--- config.mk ---
export PLATFORM = sky130hd
export DESIGN_NAME = polygon_fan_area_bbox_flat
export DESIGN_NICKNAME = d
export VERILOG_FILES = /design/src/hdl/pfab_pkg.sv /design/src/hdl/pfab_vertex_if.sv /design/src/hdl/pfab_result_if.sv /design/src/hdl/polygon_fan_area_bbox.sv /design/src/flat_wrapper.sv
export SDC_FILE = /design/constraint.sdc
export NUM_CORES = 2
export LEC_CHECK = 0
export ABC_AREA = 1
export BUFFER_PORTS_ARGS = -buffer_cell sky130_fd_sc_hd__buf_2
export CAP_MARGIN = 20
export CORE_ASPECT_RATIO = 1.2
export CORE_MARGIN = 2
export CORE_UTILIZATION = 55
export CTS_BUF_LIST = sky130_fd_sc_hd__clkbuf_8
export CTS_CLUSTER_DIAMETER = 100
export DETAILED_ROUTE_END_ITERATION = 8
export GPL_ROUTABILITY_DRIVEN = 0
export PLACE_DENSITY = 0.71
export REMOVE_ABC_BUFFERS = 1
export SLEW_MARGIN = 15
export SYNTH_ARGS = -nofsm -noshare
export SYNTH_HDL_FRONTEND = slang
export SYNTH_SLANG_ARGS = --single-unit
--- constraint.sdc ---
create_clock -name clk -period 32.6 [get_ports clk]
set_clock_uncertainty 0.15 [all_clocks]
set_input_delay 4.89 -clock clk [delete_from_list [all_inputs] [get_ports clk]]
set_output_delay 4.89 -clock clk [all_outputs]
set_load 0.01 [all_outputs]
--- src/hdl/pfab_pkg.sv ---
// ---------------------------------------------------------------------------
// pfab_pkg
// Widths and types for the polygon area and bounding box block.
// ---------------------------------------------------------------------------
package pfab_pkg;

  localparam int COORD_BITS = 16;
  localparam int AREA_BITS  = 42;
  localparam int DIFF_BITS  = COORD_BITS + 1;       // coordinate difference
  localparam int PROD_BITS  = 2 * COORD_BITS + 1;   // one cross term
  localparam int CROSS_BITS = 2 * COORD_BITS + 3;   // sum of three terms

  typedef logic signed [COORD_BITS-1:0] coord_t;
  typedef logic        [COORD_BITS-1:0] extent_t;
  typedef logic signed [DIFF_BITS-1:0]  diff_t;
  typedef logic signed [PROD_BITS-1:0]  prod_t;
  typedef logic signed [CROSS_BITS-1:0] cross_t;
  typedef logic        [CROSS_BITS-1:0] mag_t;
  typedef logic        [AREA_BITS-1:0]  area_t;

  typedef struct packed {
    coord_t  left;
    coord_t  top;
    extent_t width;
    extent_t height;
  } bbox_t;

endpackage

--- src/hdl/pfab_vertex_if.sv ---
// ---------------------------------------------------------------------------
// pfab_vertex_if
// Vertex stream channel: valid/ready with one vertex per item.
// ---------------------------------------------------------------------------
interface pfab_vertex_if import pfab_pkg::*; ();

  logic   valid;
  logic   ready;
  coord_t vertex_x;
  coord_t vertex_y;
  logic   last_vertex;

  modport source (output valid, output vertex_x, output vertex_y,
                  output last_vertex, input ready);
  modport sink   (input valid, input vertex_x, input vertex_y,
                  input last_vertex, output ready);

endinterface

--- src/hdl/pfab_result_if.sv ---
// ---------------------------------------------------------------------------
// pfab_result_if
// Result channel: valid/ready with one bounding box and area per item.
// ---------------------------------------------------------------------------
interface pfab_result_if import pfab_pkg::*; ();

  logic    valid;
  logic    ready;
  coord_t  box_left;
  coord_t  box_top;
  extent_t box_width;
  extent_t box_height;
  area_t   double_area;

  modport source (output valid, output box_left, output box_top, output box_width,
                  output box_height, output double_area, input ready);
  modport sink   (input valid, input box_left, input box_top, input box_width,
                  input box_height, input double_area, output ready);

endinterface

--- src/hdl/polygon_fan_area_bbox.sv ---
// ---------------------------------------------------------------------------
// polygon_fan_area_bbox
// Bounding box and doubled fan area of a polygon streamed as vertices.
// in_vtx takes one vertex per item; last_vertex closes the polygon. For the
// closing vertex one item appears on out_res: left/top (min x/y), width and
// height (max - min, modulo 2^16) and twice the summed fan triangle area,
// sticking at 2^42-1 on overflow. Other vertices give no result.
// The closing vertex passes stages 1, 2 and 3 and the output register, and
// a stall can hold it in any of them. Throughput: one vertex per cycle while
// no closing vertex waits on a busy output, held by the area accumulator,
// which adds and saturates in stage 3; the three cross terms sit in stage 2.
// Reset (rst_n low at a clock edge) empties the pipe and the output register
// and arms the block for the first vertex of a new polygon.
// A stalled receiver holds the result steady; vertices keep flowing into
// the pipe until the closing vertex of the next polygon reaches the end.
// ---------------------------------------------------------------------------
module polygon_fan_area_bbox import pfab_pkg::*; (
  input  logic          clk,
  input  logic          rst_n,
  pfab_vertex_if.sink   in_vtx,
  pfab_result_if.source out_res
);

  // Stage 1: input register
  logic   s1_valid_r;
  coord_t s1_x_r, s1_y_r;
  logic   s1_last_r;

  // Polygon state, updated as a vertex leaves stage 1
  logic   at_start_r;
  coord_t first_x_r, first_y_r, prev_x_r, prev_y_r;
  coord_t min_x_r, min_y_r, max_x_r, max_y_r;

  // Stage 2: registered cross terms
  logic   s2_valid_r, s2_last_r;
  prod_t  s2_p0_r, s2_p1_r, s2_p2_r;
  bbox_t  s2_box_r;

  // Stage 3: registered triangle magnitude
  logic   s3_valid_r, s3_last_r;
  mag_t   s3_mag_r;
  bbox_t  s3_box_r;

  // Running area and output register
  area_t  area_sum_r;
  logic   out_valid_r;
  bbox_t  out_box_r;
  area_t  out_area_r;

  // ---- flow control: each stage moves when the one after it has room ----
  logic out_free, s3_go, s3_ready, s2_go, s2_ready, s1_go, s1_ready, in_go;

  assign out_free = !out_valid_r || out_res.ready;
  // only the closing vertex needs the output register
  assign s3_go    = s3_valid_r && (!s3_last_r || out_free);
  assign s3_ready = !s3_valid_r || s3_go;
  assign s2_go    = s2_valid_r && s3_ready;
  assign s2_ready = !s2_valid_r || s2_go;
  assign s1_go    = s1_valid_r && s2_ready;
  assign s1_ready = !s1_valid_r || s1_go;
  assign in_go    = in_vtx.valid && s1_ready;

  assign in_vtx.ready = s1_ready;

  // ---- stage 1 -> 2: fan cross terms and bounding box update ----
  coord_t min_x_nxt, min_y_nxt, max_x_nxt, max_y_nxt;
  prod_t  p0_nxt, p1_nxt, p2_nxt;
  bbox_t  box_nxt;
  diff_t  d0, d1, d2;

  // s = first_x*(prev_y-y) + prev_x*(y-first_y) + x*(first_y-prev_y)
  assign d0 = diff_t'(prev_y_r) - diff_t'(s1_y_r);
  assign d1 = diff_t'(s1_y_r) - diff_t'(first_y_r);
  assign d2 = diff_t'(first_y_r) - diff_t'(prev_y_r);

  always_comb begin
    if (at_start_r) begin
      // first vertex: box collapses onto it, no triangle yet
      min_x_nxt = s1_x_r;
      max_x_nxt = s1_x_r;
      min_y_nxt = s1_y_r;
      max_y_nxt = s1_y_r;
      p0_nxt    = '0;
      p1_nxt    = '0;
      p2_nxt    = '0;
    end else begin
      min_x_nxt = (s1_x_r < min_x_r) ? s1_x_r : min_x_r;
      max_x_nxt = (s1_x_r > max_x_r) ? s1_x_r : max_x_r;
      min_y_nxt = (s1_y_r < min_y_r) ? s1_y_r : min_y_r;
      max_y_nxt = (s1_y_r > max_y_r) ? s1_y_r : max_y_r;
      p0_nxt    = prod_t'(first_x_r) * prod_t'(d0);
      p1_nxt    = prod_t'(prev_x_r) * prod_t'(d1);
      p2_nxt    = prod_t'(s1_x_r) * prod_t'(d2);
    end
    box_nxt.left   = min_x_nxt;
    box_nxt.top    = min_y_nxt;
    box_nxt.width  = extent_t'(max_x_nxt - min_x_nxt);
    box_nxt.height = extent_t'(max_y_nxt - min_y_nxt);
  end

  // ---- stage 2 -> 3: sum of terms and magnitude ----
  cross_t cross_sum;
  mag_t   mag_nxt;

  assign cross_sum = cross_t'(s2_p0_r) + cross_t'(s2_p1_r) + cross_t'(s2_p2_r);
  assign mag_nxt   = cross_sum[CROSS_BITS-1] ? mag_t'(-cross_sum) : mag_t'(cross_sum);

  // ---- stage 3: saturating accumulate ----
  logic [AREA_BITS:0] acc_wide;
  area_t              area_nxt;

  assign acc_wide = {1'b0, area_sum_r} + (AREA_BITS+1)'(s3_mag_r);
  assign area_nxt = acc_wide[AREA_BITS] ? '1 : acc_wide[AREA_BITS-1:0];

  // ---- control registers ----
  always_ff @(posedge clk) begin
    if (!rst_n) begin
      s1_valid_r  <= 1'b0;
      s2_valid_r  <= 1'b0;
      s3_valid_r  <= 1'b0;
      out_valid_r <= 1'b0;
      at_start_r  <= 1'b1;
      area_sum_r  <= '0;
    end else begin
      if (s1_ready) s1_valid_r <= in_vtx.valid;
      if (s2_ready) s2_valid_r <= s1_valid_r;
      if (s3_ready) s3_valid_r <= s2_valid_r;
      if (out_free) out_valid_r <= s3_go && s3_last_r;
      // closing vertex re-arms for the next polygon
      if (s1_go) at_start_r <= s1_last_r;
      if (s3_go) area_sum_r <= s3_last_r ? '0 : area_nxt;
    end
  end

  // ---- payload registers ----
  always_ff @(posedge clk) begin
    if (in_go) begin
      s1_x_r    <= in_vtx.vertex_x;
      s1_y_r    <= in_vtx.vertex_y;
      s1_last_r <= in_vtx.last_vertex;
    end
    if (s1_go) begin
      if (at_start_r) begin
        first_x_r <= s1_x_r;
        first_y_r <= s1_y_r;
      end
      prev_x_r  <= s1_x_r;
      prev_y_r  <= s1_y_r;
      min_x_r   <= min_x_nxt;
      min_y_r   <= min_y_nxt;
      max_x_r   <= max_x_nxt;
      max_y_r   <= max_y_nxt;
      s2_p0_r   <= p0_nxt;
      s2_p1_r   <= p1_nxt;
      s2_p2_r   <= p2_nxt;
      s2_box_r  <= box_nxt;
      s2_last_r <= s1_last_r;
    end
    if (s2_go) begin
      s3_mag_r  <= mag_nxt;
      s3_box_r  <= s2_box_r;
      s3_last_r <= s2_last_r;
    end
    if (s3_go && s3_last_r) begin
      out_box_r  <= s3_box_r;
      out_area_r <= area_nxt;
    end
  end

  assign out_res.valid       = out_valid_r;
  assign out_res.box_left    = out_box_r.left;
  assign out_res.box_top     = out_box_r.top;
  assign out_res.box_width   = out_box_r.width;
  assign out_res.box_height  = out_box_r.height;
  assign out_res.double_area = out_area_r;

endmodule

--- src/flat_wrapper.sv ---
// flat-port wrapper written by rule: the top's interface ports become plain ports
module polygon_fan_area_bbox_flat import pfab_pkg::*;
  (clk, rst_n, in_vtx_valid, in_vtx_vertex_x, in_vtx_vertex_y, in_vtx_last_vertex, in_vtx_ready, out_res_valid, out_res_box_left, out_res_box_top, out_res_box_width, out_res_box_height, out_res_double_area, out_res_ready);
  pfab_vertex_if in_vtx_i ();
  pfab_result_if out_res_i ();
  input  logic clk;
  input  logic rst_n;
  input wire logic [$bits(in_vtx_i.valid)-1:0] in_vtx_valid;
  input wire logic [$bits(in_vtx_i.vertex_x)-1:0] in_vtx_vertex_x;
  input wire logic [$bits(in_vtx_i.vertex_y)-1:0] in_vtx_vertex_y;
  input wire logic [$bits(in_vtx_i.last_vertex)-1:0] in_vtx_last_vertex;
  output wire logic [$bits(in_vtx_i.ready)-1:0] in_vtx_ready;
  output wire logic [$bits(out_res_i.valid)-1:0] out_res_valid;
  output wire logic [$bits(out_res_i.box_left)-1:0] out_res_box_left;
  output wire logic [$bits(out_res_i.box_top)-1:0] out_res_box_top;
  output wire logic [$bits(out_res_i.box_width)-1:0] out_res_box_width;
  output wire logic [$bits(out_res_i.box_height)-1:0] out_res_box_height;
  output wire logic [$bits(out_res_i.double_area)-1:0] out_res_double_area;
  input wire logic [$bits(out_res_i.ready)-1:0] out_res_ready;
  assign in_vtx_i.valid = in_vtx_valid;
  assign in_vtx_i.vertex_x = in_vtx_vertex_x;
  assign in_vtx_i.vertex_y = in_vtx_vertex_y;
  assign in_vtx_i.last_vertex = in_vtx_last_vertex;
  assign in_vtx_ready = in_vtx_i.ready;
  assign out_res_valid = out_res_i.valid;
  assign out_res_box_left = out_res_i.box_left;
  assign out_res_box_top = out_res_i.box_top;
  assign out_res_box_width = out_res_i.box_width;
  assign out_res_box_height = out_res_i.box_height;
  assign out_res_double_area = out_res_i.double_area;
  assign out_res_i.ready = out_res_ready;
  polygon_fan_area_bbox u_core (.clk(clk), .rst_n(rst_n), .in_vtx(in_vtx_i), .out_res(out_res_i));
endmodule
==> flow_summary.toml <==
[grt]
grt_pass1_wl_mm = 249.7
grt.overflow.total = 0
grt_most_used_layer = "met2"
grt_pass1_vias = 47890
met1_usage_pct = 33.41
grt_max_degree = 166
gr-usage-all-layers_pct = 28.61
antenna_found_initial = 5
met2_usage_pct = 50.49
grt_use_met3_pct = 5.073

[critical_path]
startpoint_type = "input port"
cp_max_fo = 3
required_ns = 27.56
setup.worst_path.end = "in_vtx_ready"
critPathKind = "input port to output pin"
cp-end-kind = "output pin"
r2r_start = "u_core.s1_y_r[0]$_DFFE_PP_"
r2r_cells = 32
r2r_end = "u_core.s2_p1_r[29]$_SDFFCE_PP0P_"
startpoint = "out_res_ready"
cp.arrival_ns = 6.14
r2r_setup_slack_ns = 23.35

[min_path]
hold_class = "flip-flop to flip-flop"

[sta]
hold_viol_final = 0
holdWs_ns = 0.2320
min_period_over_period_pct = 34.28
slew_violations = 0
final-setup-viol-count = 0
period_needed_ns = 11.18
worstMarginPinSlew_ns = 1.185
fmax_mhz = 89.47
grt_setup_unrepaired = "no"
setup-tns-final_ns = 0
max_slew_margin_pct = 21.01

[routing]
vias_per_cell = 5.498
vias = 45990
drt_wl_total_mm = 156.5
drtAntennaViolNets = 0
first_iter_violations = 3348
wire_per_inst_um = 18.71
first_pass_iters = 8
remaining_drc_errors = 0

[cts]
cts_max_path_buffers = 3
path_clk_slew_ns = 0.06
cts_tree = "yes"
cts_resized = 0
insertion_delay_ns = 0.80
cts_buffers = 89
cts_setup_buffers = 0
cts-root-buf = "clkbuf_8"
cts-htree-levels = 3
cts.sinks = 546
ctsHoldBuffers = 0

[floorplan]
die_h_um = 366.3
core_area_sq_um = 108200
die_area_sq_um = 112100
fp.dieW_um = 305.9
initial_utilization_pct = 55.62
row_count = 132
ios = 145

[synthesis]
synth_area_leaders = "fa_1 29%, edfxtp_1 25%, inv_1 9.6%"
synth_top_area_share_pct = 28.88
async_reset_ff_share_pct = 0
synth_fa_ha_area_share_pct = 38.46
synth_cell_types = 58
synthSimpleGateAreaFrac_pct = 15.23
synthMuxAreaShare_pct = 0
synth_top_family_by_area = "adder cells"
synth_compound_area_share_pct = 7.359
yosysWarnings = 0
syn_area_sq_um = 60170
synth_xor_area_share_pct = 1.890
synth_seq_area_share_pct = 26.47
synth_top_area_cell = "fa_1"
syn_inst = 6732
ys_ff_latch = 546
synth-main-ff-cell = "edfxtp_1"
synth-edff-count = 499
avgSynthCellArea_sq_um = 8.938

[layout]
final_common_cell = "inv_1"
mostFrequentLayoutCells = "1560 x inv_1, 1208 x nand2_1, 868 x fa_1"
area_delta_synth_final_pct = 6.957
fin_nets = 8251
fin_util_pct = 59.49
drive_gt1_share_pct = 6.142
fin_cells = 8365

[outcome]
status = "finished, final reports clean"

[placement]
port_buffers = 144
hpwlAfterDp_mm = 125.3
placedCellCount = 8201

[run]
drv_cap = 0
per-stage QoR:
step	setup slack, ns	cell area (sq um)
after global routing	21.27	64350
final	21.42	64360
after detailed placement	21.40	62530
after global placement	21.33	62530
after floorplan	16.89	59720
after CTS	21.40	64340
flip-flops by register name (all words and copies together), names as in the netlist, 32 cells and up:
register	flops
u_core.s2_p1_r	33
u_core.out_res.double_area	42
u_core.s2_box_r	32
u_core.s3_box_r	64
u_core.s3_mag_r	35
u_core.s2_p2_r	33
u_core.s2_p0_r	33
u_core.area_sum_r	42
cell type report:
class                      instances  area (sq um)
tap                             1407          1760
inverter                        1576          5921
fill                            9319         43820
timing repair buffer             180          1003
clock inverter                    64         524.3
antenna                            6         15.01
sequential                       546         15930
clock buffer                      94          1294
multi-input combinational       4492         37920
synthesized netlist by cell type, types with 3 or more instances:
master / number
nor2_2: 10
a21oi_1: 387
a21oi_2: 8
and2_1: 3
nand3_1: 176
o21bai_1: 18
nor4_1: 13
a21o_1: 18
nand3_2: 4
o211ai_1: 8
edfxtp_1: 499
nand2_1: 1208
xor2_1: 61
clkinv_1: 18
nand2_2: 29
a21boi_0: 8
o21a_1: 34
xnor2_1: 67
a211oi_1: 6
nand3b_1: 14
inv_1: 1542
a221oi_1: 3
a22oi_1: 3
o21ai_0: 234
ha_1: 461
a31oi_1: 37
nor2_1: 652
clkbuf_1: 107
inv_2: 16
o21ai_1: 9
o31ai_1: 6
nand4_1: 36
fa_1: 868
o2111ai_1: 5
buf_2: 11
dfxtp_1: 47
nor2_4: 5
nor3_2: 4
or2_2: 26
a31o_2: 3
o221ai_1: 6
nor3_1: 41
how the worst min path moves through the flow:
stage / start / end / slack [ns] / cells past startpoint
2_1_floorplan: u_core.s3_box_r[0]$_DFFE_PP_ / u_core.out_res.box_height[0]$_DFFE_PP_ / 0.25 / 0
3_3_place_gp: u_core.s2_last_r$_DFFE_PP_ / u_core.s3_last_r$_DFFE_PP_ / 0.25 / 0
3_5_place_dp: u_core.s3_box_r[45]$_DFFE_PP_ / u_core.out_res.box_top[13]$_DFFE_PP_ / 0.25 / 0
4_1_cts: u_core.s3_box_r[63]$_DFFE_PP_ / u_core.out_res.box_left[15]$_DFFE_PP_ / 0.24 / 0
5_1_grt: u_core.s3_box_r[63]$_DFFE_PP_ / u_core.out_res.box_left[15]$_DFFE_PP_ / 0.24 / 0
6_report: u_core.s3_box_r[63]$_DFFE_PP_ / u_core.out_res.box_left[15]$_DFFE_PP_ / 0.23 / 0
cells by family after synthesis:
| family | Yosys count |
|---|---|
| AOI/OAI and AO/OA | 801 |
| buffers and inverters | 1694 |
| and+or+nand+nor | 2233 |
| xor gates and xnor gates | 129 |
| adders and majority gates | 1329 |
| DFF | 546 |
per-layer routing:
| layer | wire (um) | part of all wire (%) | up-vias |
|---|---|---|---|
| met5 | 26 | 0.017 | - |
| met4 | 8919 | 5.7 | 4 |
| met3 | 11360 | 7.3 | 507 |
| met2 | 77850 | 50 | 1832 |
| met1 | 58380 | 37 | 22410 |
| li1 | - | - | 21240 |
critical path, stage by stage:
cell and delay, ns:
buf_2 0.10, inv_1 0.06, nand3_1 0.08, nor2_1 0.09, inv_1 0.07, nor2_1 0.28, inv_1 0.11, nor2_1 0.23
inv_1 0.08, buf_2 0.14
Power is not shown: default switching activity piles up to over one toggle a cycle in this logic, so the estimate is an artifact.
